[config.mk]
export PLATFORM = sky130hd
export DESIGN_NAME = gip_queue
export DESIGN_NICKNAME = d
export VERILOG_FILES = /design/src/rtl/gip_pkg.sv /design/src/rtl/gip_queue.sv
export SDC_FILE = /design/constraint.sdc
export NUM_CORES = 1
export LEC_CHECK = 0
export BUFFER_PORTS_ARGS = -buffer_cell sky130_fd_sc_hd__buf_4
export CAP_MARGIN = 20
export CORE_MARGIN = 2
export CORE_UTILIZATION = 45
export DETAILED_ROUTE_END_ITERATION = 6
export PLACE_DENSITY = 0.63
export SLEW_MARGIN = 20
export SYNTH_ARGS = -nofsm -noshare
export SYNTH_HDL_FRONTEND = slang
export SYNTH_SLANG_ARGS = --single-unit
[constraint.sdc]
create_clock -name clk -period 7.3 [get_ports clk]
set_clock_uncertainty 0.1 [all_clocks]
set_input_delay 1.095 -clock clk [delete_from_list [all_inputs] [get_ports clk]]
set_output_delay 1.095 -clock clk [all_outputs]
set_load 0.01 [all_outputs]
[src/rtl/gip_pkg.sv]
// gip_pkg: types, register codes and constants of the ground-to-image projection unit
// used by every module of the unit; no dependencies
`default_nettype none

package gip_pkg;

	localparam int CAMERA_HEIGHT = 6144;
	localparam logic signed [16:0] GROUND_Z = 17'(-CAMERA_HEIGHT);

	localparam int CFG_IDX_W  = 3;
	localparam int CFG_DATA_W = 16;

	localparam logic [CFG_IDX_W-1:0] REG_FOCAL_X   = 3'd0;
	localparam logic [CFG_IDX_W-1:0] REG_FOCAL_Y   = 3'd1;
	localparam logic [CFG_IDX_W-1:0] REG_CENTER_X  = 3'd2;
	localparam logic [CFG_IDX_W-1:0] REG_CENTER_Y  = 3'd3;
	localparam logic [CFG_IDX_W-1:0] REG_COS_PITCH = 3'd4;
	localparam logic [CFG_IDX_W-1:0] REG_SIN_PITCH = 3'd5;
	localparam logic [CFG_IDX_W-1:0] REG_COS_YAW   = 3'd6;
	localparam logic [CFG_IDX_W-1:0] REG_SIN_YAW   = 3'd7;

	localparam int QUEUE_DEPTH = 4;

	localparam int NUM_W = 59;
	localparam int DEN_W = 44;
	localparam int QUO_W = 29;

	localparam logic signed [27:0] PIX_MAX = 28'sh7ffffff;
	localparam logic signed [27:0] PIX_MIN = 28'sh8000000;

	typedef struct packed {
		logic signed [23:0] ground_x;
		logic signed [23:0] ground_y;
	} point_t;

	typedef struct packed {
		logic signed [27:0] pixel_u;
		logic signed [27:0] pixel_v;
		logic               zero_divisor;
	} pixel_t;

	typedef struct packed {
		logic        [13:0] focal_x;
		logic        [13:0] focal_y;
		logic        [12:0] center_x;
		logic        [12:0] center_y;
		logic signed [15:0] cos_pitch;
		logic signed [15:0] sin_pitch;
		logic signed [15:0] cos_yaw;
		logic signed [15:0] sin_yaw;
	} cfg_t;

	typedef struct packed {
		logic signed [31:0] a00;
		logic signed [31:0] a01;
		logic signed [30:0] a02;
		logic signed [32:0] a10;
		logic signed [32:0] a11;
		logic signed [31:0] a12;
		logic signed [17:0] a20;
		logic signed [17:0] a21;
		logic signed [16:0] a22;
	} coef_t;

	typedef struct packed {
		logic [1:0][NUM_W-1:0] num_mag;
		logic [1:0]            neg;
		logic [DEN_W-1:0]      den_mag;
		logic                  zero;
	} work_t;

endpackage

`default_nettype wire

[src/rtl/gip_queue.sv]
// gip_queue: short beat queue between the front and the divider back end
// depends on gip_pkg
`default_nettype none

module gip_queue #(
	parameter int DEPTH = gip_pkg::QUEUE_DEPTH
) (
	input  wire logic           clk,
	input  wire logic           arst_n,
	input  wire logic           push,
	input  wire gip_pkg::work_t push_data,
	output logic                pop_valid,
	output gip_pkg::work_t      pop_data
);

	localparam int PTR_W = $clog2(DEPTH);
	localparam int CNT_W = $clog2(DEPTH + 1);

	gip_pkg::work_t mem [DEPTH];
	logic [PTR_W-1:0] wr_ptr_q, rd_ptr_q;
	logic [CNT_W-1:0] count_q;
	logic             pop;

	assign pop = (count_q != '0);

	always_ff @(posedge clk or negedge arst_n) begin
		if (!arst_n) begin
			wr_ptr_q  <= '0;
			rd_ptr_q  <= '0;
			count_q   <= '0;
			pop_valid <= 1'b0;
		end else begin
			pop_valid <= pop;
			if (push) begin
				wr_ptr_q <= (wr_ptr_q == PTR_W'(DEPTH - 1)) ? '0 : wr_ptr_q + 1'b1;
			end
			if (pop) begin
				rd_ptr_q <= (rd_ptr_q == PTR_W'(DEPTH - 1)) ? '0 : rd_ptr_q + 1'b1;
			end
			count_q <= count_q + CNT_W'(push) - CNT_W'(pop);
		end
	end

	always_ff @(posedge clk) begin
		if (push) begin
			mem[wr_ptr_q] <= push_data;
		end
		if (pop) begin
			pop_data <= mem[rd_ptr_q];
		end
	end

endmodule

`default_nettype wire

[Yosys cells after proc, flatten, opt, wreduce, memory -nomap -nowiden]
Memory sizes are Yosys's and may differ from the RTL's. A register that Yosys moved wholly into a read port is not among the register bits.
Index checks and enable logic that the tools add are counted.
Widths: inputs -> output; s select.
Cells by class
  add/subtract/negate cells: 4
  equality and inequality tests: 2
  muxes and demuxes: 4
  reductions and logical operators: 1
Operator list (number)
  $add 2x1->2 const B: 2
  $eq 2x2->1 const B: 2
  $mux 2: 2
  $add 3x1->3: 1
  $reduce_bool 3->1: 1
  $sub 3x1->3: 1
  $mux 1: 2
Word-level totals
  bits in registers: 8
  bits in writable memories: 660
  output and inout port bits: 166
  memories kept: 1
Memory list
  mem: words 4, bits a word 165, rd ports 1, clocked after memory_dff 1, wr ports 1, line gip_queue.sv:19  | gip_pkg::work_t mem [DEPTH];

[Longest topological paths before layout]
  word-level depth: 2
  depth in mapped cells: 8
  gate-level depth less buffers: 8

[Least setup slack after synthesis]
OpenSTA, ideal clock, no wires.
  path kind: flip-flop to flip-flop
  from: register count_q[1]
  to: register count_q[2]
  library setup time: 0.123 ns
  arrival time: 5.643 ns
  slack: 1.434 ns
  stages on the path, launching flop included: 9
  buffers on the path: 0
  period minus slack after synthesis: 5.866 ns
  path through: dfrtp_1 > or3_1 > ha_1 > inv_1 > ha_1 > inv_1 > fa_1 > xnor2_1 > xnor2_1
Between the ends
  cells in the longest elaborated chain, start to end: 2
Ends and longest elaborated chain
  start, declared: line gip_queue.sv:21  | logic [CNT_W-1:0] count_q;
  start signal, assigned: line gip_queue.sv:40  | count_q <= count_q + CNT_W'(push) - CNT_W'(pop);
  $reduce_bool 3->1: line gip_queue.sv:24  | assign pop = (count_q != '0);
  named net pop: line gip_queue.sv:22  | logic pop;
  $sub 3x1->3: line gip_queue.sv:40
The timed path passes the listed nets, and every way through them passes these cells.
A chain may end at the register's enable or synchronous reset.

[Final worst setup path]
  from: register wr_ptr_q[1]
  to: memory mem[1][124] in the netlist's numbering, enable pin
RTL lines
  start, declared: line gip_queue.sv:20  | logic [PTR_W-1:0] wr_ptr_q, rd_ptr_q;
  start signal, assigned: line gip_queue.sv:35  | wr_ptr_q <= (wr_ptr_q == PTR_W'(DEPTH - 1)) ? '0 : wr_ptr_q + 1'b1;
  end, declared: line gip_queue.sv:19
No word-level cell before the write port.

==> results.json <==
{
  "grt_pass1_wl_um": 83800,
  "synth_compound_area_share_pct": 0.0343,
  "yosys-top-cells-area": "edfxtp_1, mux4_2, dfrtp_1",
  "holdBufCountCts": 0,
  "routabilityCongestion": 0.734,
  "ys_warn_count": 0,
  "fmax_mhz": 341,
  "holdCritPathClass": "primary input to async pin",
  "drc": 0,
  "yosysTopAreaCellShare_pct": 84.8,
  "rows": 93,
  "yosys.area.top_type": "edfxtp_1",
  "antenna_left": 0,
  "wl_per_cell_um": 23.9,
  "die-area_um2": 67000,
  "synth-seq-cells": 833,
  "antenna_found_initial": 6,
  "synth_edf_count": 825,
  "slowest_stage": "buf_4",
  "power.leakage_nw": 12.1,
  "drtIter0Drc": 874,
  "syn_area_um2": 29200,
  "start_util_pct": 45.4,
  "syn_avg_cell_area_um2": 27.5,
  "grt_pass1_vias": 13311,
  "async_flop_share_pct": 0.960,
  "crit_fanout": 46,
  "fin_crit_sh_pct": 40.2,
  "worstPathRequired_ns": 7.44,
  "maxCapViolCount": 0,
  "numPortBuffers": 333,
  "synthToLayoutAreaGrowth_pct": 21.2,
  "worst_pin_slew_ns": 1.03,
  "vias": 12472,
  "irDropWorstVdd_uv": 265,
  "max_stage_delay_ns": 0.67,
  "yosysSeqAreaShare_pct": 85.5,
  "wl_um": 56800,
  "setup_viol": 0,
  "grt_max_degree": 98,
  "vias_per_cell": 5.24,
  "dieHeight_um": 259,
  "synth_top_family_by_area": "multiplexers",
  "tns_ns": 0,
  "yosys.area_share.xor_xnor_pct": 0.0600,
  "synth_cells": 1063,
  "firstDrtPassIters": 6,
  "h-tree-depth": 3,
  "preCtsSetupSlack_ns": 3.70,
  "maxSlewHeadroom_pct": 31.1,
  "cts_tree": "built",
  "dp.cells": 2230,
  "synthAdderAreaFrac_pct": 0.368,
  "post_cts_buffers": 0,
  "outcome": "completed",
  "ys.flop_type": "edfxtp_1",
  "drv_slew": 0,
  "postLayoutSetupSlackWorst_ns": 4.36,
  "synth.most_common_cell": "edfxtp_1",
  "clk_latency_ns": 0.61,
  "clkTransAtPathRegs_ns": 0.06,
  "io-pin-count": 334,
  "critPathKind": "register to register",
  "period_needed_ns": 2.94,
  "root_buffer": "clkbuf_16",
  "crit_chain": "inv_1 > ha_1 > and2_4 > buf_4 > buf_4",
  "cpMostUsedCell": "buf_4",
  "nets": 1638,
  "power_per_cell_area_nw_per_um2": 416,
  "cp-end-kind": "register",
  "cts_buffers": 83,
  "syn_nets": 1239,
  "cts_buffer_depth": 3,
  "die_w_um": 259,
  "yosysUniqueCellTypes": 20,
  "postCtsResizedCells": 0,
  "dpl.hpwl_um": 32200,
  "drive_above_1_share_pct": 42.0,
  "rsz0062_at_grt": "no",
  "synthSimpleGateAreaFrac_pct": 0.163,
  "start_kind": "register",
  "stdcell_count": 2382,
  "cts.sinks": 833,
  "cp.arrival_ns": 3.08,
  "synth_common_cells": "edfxtp_1, mux4_2, buf_2, buf_6, dfrtp_1",
  "grt_overflow": 0,
  "r2r_setup_slack_ns": 4.36,
  "track_usage_pct": 17.1,
  "core-area_um2": 64300,
  "hold_viol_final": 0,
  "synth.area.mux_share_pct": 12.8
}
[path summary, 6_finish.rpt]
check	startpoint	endpoint	depth (start not counted)
max	wr_ptr_q[1]	mem[1][124]	5
min	arst_n	count_q[1]	1
max reg2reg	wr_ptr_q[1]	mem[1][124]	5
min reg2reg	count_q[2]	count_q[2]	1
max in group asynchronous	arst_n	rd_ptr_q[0]	1
min in group clk	count_q[2]	count_q[2]	1
[report_power, final]
group	switching, W	leakage [nW]	internal, W
registers	0.000442	7.87	0.00672
clock network	0.00172	1.32	0.00247
logic	0.00172	2.87	0.00164
total	0.00388	12.1	0.0108
[flip-flops by register name (all words and copies together) (netlist names)]
| register | count |
|---|---|
| count_q | 3 |
| rd_ptr_q | 2 |
| wr_ptr_q | 2 |
| mem | 660 |
| pop_data | 165 |
| pop_valid | 1 |
[routing by layer]
layer  track usage (%)  up-vias  part of all wire (%)
met2              26.8      388                    49
met4              5.86       10                   2.5
met5                 0        -                  0.11
li1                  -     5377                     -
met1              23.5     6606                    42
met3              4.38       91                   7.0
[cells in the final DEF (no fill, tap or decap), types with 2 or more instances in the layout]
cell,instances
clkinv_2,13
mux4_2,165
inv_1,6
and2_4,4
buf_4,348
mux2_2,2
clkinv_1,18
buf_16,2
dfrtp_1,6
inv_6,2
xnor2_1,2
clkbuf_16,86
ha_1,7
edfxtp_1,825
clkinvlp_4,2
o21ai_0,2
bufinv_16,9
clkbuf_1,16
dfrtp_4,2
[stage by stage]
step                hold WS [ns]  area (um2)  power [W]  utilization, %
CTS                        0.155       35300     0.0149            54.9
global route               0.172       35400     0.0154            55.0
finish                     0.191       35400     0.0147            55.0
detailed placement         0.386       32600     0.0107            50.7
global placement           0.361       32600     0.0107            50.7
floorplan                  0.339       29200    0.00929               -
[cells by family (layout without fill, tap and decap cells)]
group,count (synthesis),in the layout
AO/OA/AOI/OAI,2,2
XOR/XNOR,2,2
adder cells (fa/ha/maj),8,8
buffers and inverters,43,506
flip-flops,833,833
multiplexers,167,167
other,0,1
AND/OR/NAND/NOR,8,8
[final cells by class]
class	instances	area, um2
Sequential cell	833	25000
Fill cell	4734	29000
Clock inverter	47	480
Multi-Input combinational cell	187	3940
Inverter	6	22.5
Clock buffer	102	2210
Timing Repair Buffer	351	2690
Tap cell	855	1070
Antenna cell	1	2.50
[worst max-delay path: cells and delay by family (launching register included)]
kind | cells | cell delay (ns)
buffers and inverters | 3 | 1.43
AND/OR/NAND/NOR | 1 | 0.38
flip-flops | 1 | 0.40
adder cells (fa/ha/maj) | 1 | 0.15
No activity file was read; power rests on OpenSTA's default activity.
